## config.mk

```make
export PLATFORM = sky130hd
export DESIGN_NAME = psc_front
export DESIGN_NICKNAME = d
export VERILOG_FILES = /design/src/hw/rtl/psc_pkg.sv /design/src/hw/rtl/psc_front.sv
export SDC_FILE = /design/constraint.sdc
export NUM_CORES = 1
export LEC_CHECK = 0
export ABC_AREA = 1
export BUFFER_PORTS_ARGS = -buffer_cell sky130_fd_sc_hd__buf_2
export CAP_MARGIN = 25
export CORE_MARGIN = 8
export CORE_UTILIZATION = 40
export DETAILED_ROUTE_END_ITERATION = 8
export GPL_ROUTABILITY_DRIVEN = 0
export PLACE_DENSITY_LB_ADDON = 0.1
export SYNTH_ARGS = -nofsm -noshare
export SYNTH_HDL_FRONTEND = slang
export SYNTH_SLANG_ARGS = --single-unit
```

## constraint.sdc

```tcl
create_clock -name clk_i -period 2.5 [get_ports clk_i]
set_clock_uncertainty 0.05 [all_clocks]
set_input_delay 0 -clock clk_i [delete_from_list [all_inputs] [get_ports clk_i]]
set_output_delay 0 -clock clk_i [all_outputs]
set_load 0.05 [all_outputs]
```

## src/hw/rtl/psc_pkg.sv

```systemverilog
package psc_pkg;

  localparam int unsigned IndexSpaceDefault = 65536;
  localparam int unsigned CountWidthDefault = 32;
  localparam int unsigned IndexW            = 16;
  localparam int unsigned SlackW            = 16;
  localparam int unsigned TotalW            = 32;
  localparam int unsigned QueueDepth        = 2;

  localparam logic [SlackW-1:0] SlackReset = SlackW'(1000);

  typedef logic [IndexW-1:0] index_t;

  // one classified beat on its way from the front to the back
  typedef struct packed {
    index_t idx;
    logic   in_range;
  } psc_item_t;

endpackage

```

## src/hw/rtl/psc_front.sv

```systemverilog
module psc_front import psc_pkg::*; #(
  parameter int unsigned INDEX_SPACE = IndexSpaceDefault
) (
  input  logic      clk_i,
  input  logic      rst_ni,
  input  logic      in_valid_i,
  output logic      in_ready_o,
  input  index_t    seq_index_i,
  input  logic      clearing_i,
  output logic      push_valid_o,
  output psc_item_t push_item_o,
  input  logic      push_ready_i
);

  // wide enough to hold the largest index space plus one
  localparam int unsigned ExtW = 26;

  logic      f_valid_q, f_valid_d;
  psc_item_t f_item_q, f_item_d;
  logic      accept;
  logic      in_range;

  assign in_range   = (ExtW'(seq_index_i) < ExtW'(INDEX_SPACE));
  assign in_ready_o = (!f_valid_q || push_ready_i) && !clearing_i;
  assign accept     = in_valid_i && in_ready_o;

  always_comb begin
    f_valid_d = f_valid_q;
    f_item_d  = f_item_q;
    if (accept) begin
      f_valid_d         = 1'b1;
      f_item_d.idx      = seq_index_i;
      f_item_d.in_range = in_range;
    end else if (push_ready_i) begin
      f_valid_d = 1'b0;
    end
  end

  always_ff @(posedge clk_i or negedge rst_ni) begin
    if (!rst_ni) begin
      f_valid_q <= 1'b0;
    end else begin
      f_valid_q <= f_valid_d;
    end
  end

  always_ff @(posedge clk_i) begin
    f_item_q <= f_item_d;
  end

  assign push_valid_o = f_valid_q;
  assign push_item_o  = f_item_q;

endmodule

```

### Yosys cells after proc, flatten, opt, wreduce, memory -nomap -nowiden

Index checks and enable logic that the tools add are counted.

| storage, ports and cells | value |
|---|---|
| register bits | 17 |
| bits in latches | 0 |
| memory bits (writable) | 0 |
| bits in read-only memories | 0 |
| bits of input ports | 21 |
| output and inout bits | 19 |
| word-level logic and storage cells | 10 |
| memories kept | 0 |

| cells by class | value |
|---|---|
| $add $sub $neg | 0 |
| multipliers | 0 |
| divide/modulo/power cells | 0 |
| magnitude comparators | 0 |
| equality and inequality tests | 0 |
| shifts and indexed selects | 0 |
| multiplexer cells | 2 |
| bitwise gates (word level) | 0 |
| reduce and logical (&&, ||, !) cells | 6 |

Operator list:

| operator | count |
|---|---|
| 1-bit logical AND | 2 |
| 1-bit logical NOT | 2 |
| 1-bit 2-to-1 mux | 2 |
| 2-bit nonzero test | 1 |
| 1-bit logical OR | 1 |

### Longest topological paths before layout

| depth | value |
|---|---|
| depth in word-level cells | 5 |
| mapped depth | 4 |
| mapped depth without buffers | 4 |

### Worst setup path after synthesis

No wires, ideal clock.

| timing path | value |
|---|---|
| path type | flip-flop to flip-flop |
| start point | register f_valid_q (netlist: push_valid_o) |
| end point | register f_item_q (netlist bit push_item_o[10]), enable pin |
| arrival | 1.210 ns |
| setup slack | 0.865 ns |
| stages on the path, launching flop included | 4 |
| path buffers | 0 |
| clock period less this slack | 1.635 ns |
| path through | dfrtp_1 > nand2_2 > nand2_2 > nor2_2 |

| on the way | value |
|---|---|
| word-level cells in the longest chain between the ends | 4 |

RTL lines:

| item | line | text |
|---|---|---|
| start: declaration | psc_front.sv:18 | `logic f_valid_q, f_valid_d;` |
| start signal: assignment | psc_front.sv:43 | `f_valid_q <= f_valid_d;` |
| 1-bit logical NOT | psc_front.sv:24 | `assign in_ready_o = (!f_valid_q \|\| push_ready_i) && !clearing_i;` |
| 1-bit logical OR | psc_front.sv:24 |  |
| 1-bit logical AND | psc_front.sv:24 |  |
| 1-bit logical AND | psc_front.sv:25 | `assign accept = in_valid_i && in_ready_o;` |
| net accept | psc_front.sv:20 | `logic accept;` |
| end signal: assignment | psc_front.sv:48 | `f_item_q <= f_item_d;` |
| end: declaration | psc_front.sv:19 | `psc_item_t f_item_q, f_item_d;` |

The timed path passes the listed nets, and every way through them passes these cells.
A chain may end at the register's enable or synchronous reset.

### Final worst setup path

| timing path | value |
|---|---|
| start point | register f_valid_q (netlist: push_valid_o) |
| end point | register f_item_q (netlist bit push_item_o[15]), enable pin |

Same word-level chain as after synthesis.

==> out/results.tsv <==
metric	value	unit
Hold Startpoint	in_valid_i	
Layout area overhead	77.3	%
Final Hold Vio Count	0	
DRC viols	0	
Worst Setup End Kind	flip-flop	
most used flip-flop cell after synthesis	edfxtp_1	
total chip power	0.582	mW
CTS tree	built	
largest fanout on the critical path	16	
Synth Instances	27	
overall global routing resource usage	10.1	%
top-area cell type share of the netlist area	86.5	%
synth unique cells	8	
dpl ws	0.991	ns
Die Area	2840	um2
Worst Setup Slack, final	0.992	ns
FFs w/ async S/R, synth	5.88	%
RR Endpoint	push_item_o[15]	
ANT cells	0	
reg-to-reg setup timing slack	0.99	ns
nets@finish	110	
area leader, netlist	edfxtp_1	
pin count of the biggest net entering global routing	17	
Die W	53.3	um
Die Ht	53.3	um
buffers added on ports	38	
Hold Path Stages	3	
Slew HR	50.1	%
Startpoint Class	flip-flop	
fmax	663	MHz
Tmin final	1.51	ns
HP Class	primary input to flip-flop	
Reg2Reg Depth	3	
IO Pins	40	
Rows	13	
htree depth	1	
R2R Path Start	push_valid_o	
post-route ant nets	0	
initial antenna violation count	0	
Via-to-Cell Ratio	4.18	
maxcap violations	0	
clock buffer depth	2	
fin. max-slew vios	0	
Yosys reg bits	17	
status	completed	
Post-synth EDFFs	16	
Leak	0.448	nW
Synth Warn #	0	
Worst EP required	2.37	ns
drt pass-1 iters	2	
global route total overflow	0	
Post-Syn Nets	48	
Vias	431	
Worst Hold Path EP	push_item_o[2]	
setup TNS	0	ns
Setup Buffers After CTS	0	
Synth area leaders	edfxtp_1, dfrtp_1, inv_1	
synthesized area per cell	20.6	um2
Root Buffer	clkbuf_4	
RSZ-0062 raised after global routing	false	
CTS-repair resized insts	0	
Max VDD drop	0.417	mV
1st-iter DRT viols	1	
CTS sink cnt	17	
PwrDens	591	nW/um2
Slew @ Worst Pin	0.747	ns
Seq/Total Area, Yosys	91.0	%
share of cells above drive strength 1	51.1	%
count leader, synth	edfxtp_1	
final WL	1380	um
Setup CP Type	flip-flop to flip-flop	
clock latency on the worst-skew pair	0.27	ns
Post-Syn Area	556	um2
clock-pin slew on the worst setup and hold paths	0.10	ns
initial core utilization	42.7	%
crit share post-route	60.3	%
WL per Instance	13.4	um
Setup-failing EPs final	0	
number of hold buffers added after cts	20	
arrival time worst endpoint	1.37	ns
top cells by count, synth	edfxtp_1, inv_1, nand2_2	
CTS buffer count	3	
global-route wire length before repair	2030	um
vias in the first global route	445	
core area	1300	um2
## metal layers
metal	GRT usage (%)	part of all wire (%)
met1	9.55	33
met2	18.2	57
met3	4.20	10
met4	5.04	0
met5	0	0
## cell usage in the layout (no fill, tap or decap)
cell            n
buf_2          38
dlygate4sd3_1  20
edfxtp_1       16
inv_1           4
clkbuf_4        3
nand2_2         2
nor2_2          1
o21ai_0         1
conb_1          1
clkinv_2        1
dfrtp_1         1
## cells by family after synthesis
| logic type | Yosys count | share of synthesized area, % |
|---|---|---|
| AO/OA/AOI/OAI | 1 | 0.900 |
| buffers and inverters | 5 | 4.05 |
| flip-flops | 17 | 91.0 |
| other | 1 | 0.675 |
| AND/OR/NAND/NOR | 3 | 3.38 |
## report_power, final
group	total, mW	internal, mW	leakage, nW	switching (mW)
Sequential	0.329	0.326	0.161	0.00308
Clock	0.139	0.0593	0.0177	0.0800
Combinational	0.114	0.0424	0.269	0.0713
## cell type report
class | instances | area [um2]
Clock inverter | 1 | 5.00
Timing Repair Buffer | 58 | 390
Tap cell | 15 | 18.8
Sequential cell | 17 | 505
Clock buffer | 3 | 22.5
Inverter | 4 | 15.0
Multi-Input combinational cell | 5 | 27.5
Fill cell | 88 | 317
## flip-flops by register name, summed over array words and instances (netlist names)
signal,count
push_valid_o,1
push_item_o,16
## worst max-delay path: stages (launching register included)
cell	delay, ns
dfrtp_1	0.39
nand2_2	0.08
nand2_2	0.05
nor2_2	0.57
## through the flow
step,util [%],instance area [um2],cells,hold WS [ns]
floorplan,-,556,27,-0.346
global placement,58.2,757,79,-0.275
detailed placement,58.2,757,79,-0.274
CTS,75.7,985,103,0.180
global route,75.7,985,103,0.192
finish,75.7,985,103,0.183
## worst max-delay path by stage
stage	startpoint	end	slack (ns)
6_report	push_valid_o	push_item_o[15]	0.99
5_1_grt	push_valid_o	push_item_o[15]	0.87
4_1_cts	push_valid_o	push_item_o[6]	0.98
3_5_place_dp	push_valid_o	push_item_o[4]	0.99
3_3_place_gp	push_valid_o	push_item_o[2]	1.02
2_1_floorplan	push_valid_o	push_item_o[10]	0.86
Note: power is estimated with default switching activity, not from simulation.
