File: src/hw/rtl/psc_pkg.sv
package psc_pkg;

  localparam int unsigned IndexSpaceDefault = 65536;
  localparam int unsigned CountWidthDefault = 32;
  localparam int unsigned IndexW            = 16;
  localparam int unsigned SlackW            = 16;
  localparam int unsigned TotalW            = 32;
  localparam int unsigned QueueDepth        = 2;

  localparam logic [SlackW-1:0] SlackReset = SlackW'(1000);

  typedef logic [IndexW-1:0] index_t;

  // one classified beat on its way from the front to the back
  typedef struct packed {
    index_t idx;
    logic   in_range;
  } psc_item_t;

endpackage

File: src/hw/rtl/psc_queue.sv
module psc_queue import psc_pkg::*; (
  input  logic      clk_i,
  input  logic      rst_ni,
  input  logic      push_valid_i,
  output logic      push_ready_o,
  input  psc_item_t push_item_i,
  output logic      pop_valid_o,
  input  logic      pop_ready_i,
  output psc_item_t pop_item_o
);

  localparam int unsigned PtrW = (QueueDepth > 1) ? $clog2(QueueDepth) : 1;
  localparam int unsigned CntW = $clog2(QueueDepth + 1);

  psc_item_t         slot_q [QueueDepth];
  logic [PtrW-1:0]   wr_ptr_q, wr_ptr_d;
  logic [PtrW-1:0]   rd_ptr_q, rd_ptr_d;
  logic [CntW-1:0]   cnt_q, cnt_d;
  logic              push, pop;

  assign push_ready_o = (cnt_q != CntW'(QueueDepth));
  assign pop_valid_o  = (cnt_q != '0);
  assign push         = push_valid_i && push_ready_o;
  assign pop          = pop_valid_o && pop_ready_i;
  assign pop_item_o   = slot_q[rd_ptr_q];

  always_comb begin
    wr_ptr_d = wr_ptr_q;
    rd_ptr_d = rd_ptr_q;
    cnt_d    = cnt_q;
    if (push) begin
      wr_ptr_d = (wr_ptr_q == PtrW'(QueueDepth - 1)) ? '0 : wr_ptr_q + 1'b1;
    end
    if (pop) begin
      rd_ptr_d = (rd_ptr_q == PtrW'(QueueDepth - 1)) ? '0 : rd_ptr_q + 1'b1;
    end
    if (push && !pop) begin
      cnt_d = cnt_q + 1'b1;
    end else if (pop && !push) begin
      cnt_d = cnt_q - 1'b1;
    end
  end

  always_ff @(posedge clk_i or negedge rst_ni) begin
    if (!rst_ni) begin
      wr_ptr_q <= '0;
      rd_ptr_q <= '0;
      cnt_q    <= '0;
    end else begin
      wr_ptr_q <= wr_ptr_d;
      rd_ptr_q <= rd_ptr_d;
      cnt_q    <= cnt_d;
    end
  end

  always_ff @(posedge clk_i) begin
    if (push) begin
      slot_q[wr_ptr_q] <= push_item_i;
    end
  end

endmodule

File: config.mk
export PLATFORM = sky130hd
export DESIGN_NAME = psc_queue
export DESIGN_NICKNAME = d
export VERILOG_FILES = /design/src/hw/rtl/psc_pkg.sv /design/src/hw/rtl/psc_queue.sv
export SDC_FILE = /design/constraint.sdc
export NUM_CORES = 1
export LEC_CHECK = 0
export BUFFER_PORTS_ARGS = -buffer_cell sky130_fd_sc_hd__buf_2
export CORE_MARGIN = 2
export CORE_UTILIZATION = 50
export CTS_CLUSTER_SIZE = 14
export DETAILED_ROUTE_END_ITERATION = 8
export PLACE_DENSITY = 0.77
export SETUP_SLACK_MARGIN = 0.1
export SYNTH_ARGS = -nofsm -noshare
export SYNTH_HDL_FRONTEND = slang
export SYNTH_SLANG_ARGS = --single-unit
export TNS_END_PERCENT = 20
File: constraint.sdc
create_clock -name clk_i -period 2.3 [get_ports clk_i]
set_input_delay 0.115 -clock clk_i [delete_from_list [all_inputs] [get_ports clk_i]]
set_output_delay 0.115 -clock clk_i [all_outputs]
set_load 0.005 [all_outputs]
# == Word level (Yosys, flattened, before mapping) ==
# Memory sizes are Yosys's and may differ from the RTL's.
# Cells that the tools add are included.
# W data, S select, Z words.
# op_classes
addsub,4
n_eq_ne,1
mux,6
reduce_logical,8
# ops
operator,count
$logic_and A1 B1 Y1,4
$mux W1,4
$mux W2,2
$reduce_bool A2 Y1,2
$add A1 B1 Y1 const B,2
$add A2 B1 Y2 const B,1
$logic_not A1 Y1,2
$ne A2 B2 Y1 const B,1
$sub A2 B1 Y2 const B,1
# totals
ff_bits,4
ram_bits,34
in_bits,21
out_inout_bits,19
word_cells,23
mem_count,1
# mem_list
memory,depth,width,read_ports,rd_ports_with_merged_regs,wr,line_no,text
slot_q,2,17,1,0,1,psc_queue.sv:15,psc_item_t slot_q [QueueDepth];

# == Logic depth before layout (Yosys ltp) ==
# logic_depth
depth_word,6
ltp_mapped,7
ltp_nobuf,7

# == Worst setup path before layout ==
# Ideal clock, no wire load.
# synth_path
path_kind,register to register
start,register cnt_q[0]
end,memory slot_q[0][0] in the netlist's numbering (enable)
setup_time_ns,0.390
arrival_ns,1.385
required_time_ns,1.910
setup_slack_ns,0.525
path_stages_with_launch,4
n_path_buf,0
synth_period_minus_slack_ns,1.775
path_cell_list,dfrtp_1 -> nand2b_1 -> nand2_1 -> nor2_1
# synth_between
elab_chain_len,4
# synth_rtl
element,line_no,text
start: declaration,psc_queue.sv:18,"logic [CntW-1:0] cnt_q, cnt_d;"
start signal: assignment,psc_queue.sv:52,cnt_q <= cnt_d;
$ne A2 B2 Y1,psc_queue.sv:21,assign push_ready_o = (cnt_q != CntW'(QueueDepth));
named net push_ready_o,psc_queue.sv:5,"output logic push_ready_o,"
$logic_and A1 B1 Y1,psc_queue.sv:23,assign push = push_valid_i && push_ready_o;
$mux W1,psc_queue.sv:57,if (push) begin
$mux W1 (not written as such),psc_queue.sv:58,slot_q[wr_ptr_q] <= push_item_i;
end: declaration,psc_queue.sv:15,
# The timed path passes the listed nets, and every way through them passes these cells.

==> impl_results.rst <==
.. list-table::
   :header-rows: 1

   * - Metric
     - Value
   * - Number of buffers inserted for hold repair after clock tree synthesis
     - 18
   * - LEAKAGE
     - about 0.79 nW
   * - Slowest CP cell
     - sky130_fd_sc_hd__dfrtp_1
   * - Setup CP Type
     - flip-flop to output pin
   * - Arrival @ worst endpoint
     - between 1.5 and 2 ns
   * - Critical Path Source Type
     - flip-flop
   * - Critical path, cell by cell
     - buf_4 -> mux2_2 -> buf_2
   * - Relative slew slack
     - around 66%
   * - Global-route usage over all layers
     - about 15%
   * - Initial antenna violation count
     - 0
   * - Final core occ
     - just under 70%
   * - Reg clk slew, reported paths
     - 0.10 ns
   * - Layout cell share with drive strength beyond 1
     - 47.4%
   * - Post-placement cell count
     - ~140
   * - Count of H-tree levels built during CTS
     - 2
   * - Cell count after synthesis
     - 71
   * - Worst min-delay path class
     - input pin to flip-flop
   * - # setup viols final
     - 0
   * - Detailed route wirelength on metal2
     - roughly 1200 um
   * - Root buffer cell
     - sky130_fd_sc_hd__clkbuf_4
   * - Post-cts sizing count
     - 0
   * - Run status
     - finished, final reports clean
   * - Worst slack at placement
     - roughly 0.76 ns
   * - Number of global-route vias before repair
     - about 820
   * - Clock tree from TritonCTS
     - yes
   * - Number of antenna-violating nets in the routed design
     - 0
   * - Avg WL per Cell
     - approximately 14 um
   * - Yosys Warn Count
     - 0
   * - Crit share post-route
     - between 80% and 90%
   * - Total core area
     - around 2800 um2
   * - Maximum frequency from static timing analysis
     - 534 MHz
   * - Post-route setup TNS
     - 0 ns
   * - Worst Max-Slew Pin Slew
     - around 0.52 ns
   * - Worst clock skew
     - 0.0158 ns
   * - Hold violation count in the final report
     - 0
   * - Power per unit of standard cell area
     - between 1000 and 1500 nW/um2
   * - Setup slack of the critical path after layout
     - ~0.43 ns
   * - Peak ir drop on the vdd network
     - 865 uV
   * - Maxcap violations
     - 0
   * - Max layer used
     - met4
   * - Summed instance area of the synthesized netlist
     - approximately 1500 um2
   * - Initial core utilization
     - between 50% and 60%
   * - Portion of the post-synthesis area used by sequential elements
     - about three quarters
   * - RePlAce Congestion
     - between 0.6 and 0.7
   * - Global route overflow
     - 0
   * - Area of the die
     - roughly 3400 um2
   * - I/O pins
     - 40
   * - Distinct cell type count after synthesis
     - 16
   * - Slew Limit Fails
     - 0
   * - Clock period minus worst slack
     - 1.87 ns
   * - Sink count of the clock tree
     - 38
   * - Via density per instance
     - roughly 4.7
   * - Synthesized netlist net count
     - between 90 and 100
   * - Wire length of the first global-routing pass
     - between 3000 and 4000 um
   * - RSZ-0062 raised after global routing
     - false
   * - Residual DRC
     - 0
   * - Total via count in the routed design
     - roughly 800
   * - Met3 wirelength from detailed routing
     - 98 um
   * - Count of antenna diodes in the layout
     - 0
   * - Non-Filler Instances
     - about 170
   * - Number of buffers inserted during clock tree synthesis
     - 5
   * - Area grow syn2layout
     - 30.8%
   * - Total iterations of the first detailed-routing run
     - 4
   * - Buffers inserted during post-CTS setup optimization
     - 0
   * - Length of routed wiring on met1
     - approximately 970 um
   * - Worst hold slack across all endpoints
     - approximately 0.058 ns
   * - Register bit total from synthesis
     - 38
   * - Maximum number of pins on one net before global-route repair
     - 18
   * - Drt initial violations
     - 16
   * - Std-Cell Rows
     - 19
   * - CTS max path bufs
     - 2
   * - Die height
     - 58.3 um
   * - Final wirelength
     - approximately 2300 um
   * - Worst-skew pair later-pin latency
     - around 0.33 ns
   * - Horizontal die dimension
     - between 50 and 60 um
   * - Critical Path End Type
     - output pin
   * - Filler cells
     - 184
   * - HPWL reported at the end of detailed placement
     - 1640 um
   * - Share of flip-flops with an asynchronous set or reset after synthesis
     - roughly a tenth
   * - Number of flops mapped to enable cells by yosys
     - 34
   * - Count of port buffers added during placement
     - 39
   * - Post-layout nets
     - about 160
   * - Avg Inst Size Synth
     - between 20 and 25 um2
   * - Crit path max fanout
     - 11
   * - Top FF cell, synth
     - sky130_fd_sc_hd__edfxtp_1
   * - Peak per-stage delay on the critical path
     - 0.68 ns
   * - Data required time at the worst endpoint
     - 2.18 ns
-- power by group --
| part | leakage (nW) | internal [mW] | switching, mW |
|---|---|---|---|
| registers | 0.362 | 0.952 | 0.102 |
| clock network | 0.0265 | 0.122 | 0.186 |
| logic | 0.398 | 0.404 | 0.284 |
| total | 0.787 | 1.48 | 0.572 |
-- registers in the layout, indices dropped and copies added, names as in the netlist --
register,count
rd_ptr_q,1
slot_q,34
cnt_q,2
wr_ptr_q,1
-- cells by family (layout without fill, tap and decap cells) --
logic type	count (synthesis)	in the layout	share of synthesized area (%)
buf+inv	3	69	2.38
fa+ha+maj	1	1	0.849
simple gates	7	7	2.46
xor+xnor	5	5	2.97
flops	38	38	76.1
mux	17	17	15.3
-- layout make-up --
type                       count  area (um2)  share of cell area, %
timing repair buffer          60         398                   20.6
inverter                       1        3.75                  0.195
tap                           31        38.8                   2.01
clock buffer                   8        48.8                   2.53
sequential                    38        1120                   58.1
multi-input combinational     30         318                   16.5
-- cell usage after synthesis (2+ instances only) --
library cell | n | area, um2
sky130_fd_sc_hd__dfrtp_1 | 4 | 100
sky130_fd_sc_hd__edfxtp_1 | 34 | 1020
sky130_fd_sc_hd__mux2_2 | 8 | 90.1
sky130_fd_sc_hd__mux2_4 | 9 | 135
sky130_fd_sc_hd__nor2_1 | 2 | 7.51
sky130_fd_sc_hd__xnor2_1 | 3 | 26.3
sky130_fd_sc_hd__xor2_1 | 2 | 17.5
-- through the flow --
stage / area (um2) / power [mW]
floorplan: 1470 / 1.53
global placement: 1700 / 1.71
detailed placement: 1700 / 1.75
CTS: 1930 / 2.08
global route: 1930 / 2.17
finish: 1930 / 2.05
-- layer usage --
metal  up-vias  global-route usage [%]
li1        394                       -
met1       367                    18.2
met2        19                    25.5
met3         5                    4.84
met4         0                    6.98
met5         -                       0
-- final timing paths --
check	slack [ns]	endpoint	from	depth (start not counted)
worst max-delay path	0.43	pop_item_o[2]	rd_ptr_q	3
worst min-delay path	0.06	rd_ptr_q	pop_ready_i	3
worst max register to register	0.75	cnt_q[1]	cnt_q[0]	7
worst min register to register	0.51	cnt_q[1]	cnt_q[1]	1
max in group asynchronous	2.06	cnt_q[1]	rst_ni	2
min in group asynchronous	0.10	wr_ptr_q	rst_ni	2
-- layout by cell type, fill, tap and decap left out, drive strengths merged --
| cell type | synthesis | routed |
|---|---|---|
| and3 | 1 | 1 |
| dlygate4sd3 | 0 | 18 |
| inv | 1 | 1 |
| nand2b | 1 | 1 |
| nand2 | 2 | 2 |
| xor2 | 2 | 2 |
| buf | 2 | 42 |
| mux2 | 17 | 17 |
| dfrtp | 4 | 4 |
| ha | 1 | 1 |
| clkbuf | 0 | 8 |
| or2 | 1 | 1 |
| xnor2 | 3 | 3 |
| nor2 | 2 | 2 |
| edfxtp | 34 | 34 |
-- worst max-delay path, delay by kind of cell (launching register included) --
kind	cells	cell delay, ns
buf+inv	2	0.41
flops	1	0.68
mux	1	0.35
(Power assumes the default switching activity.)
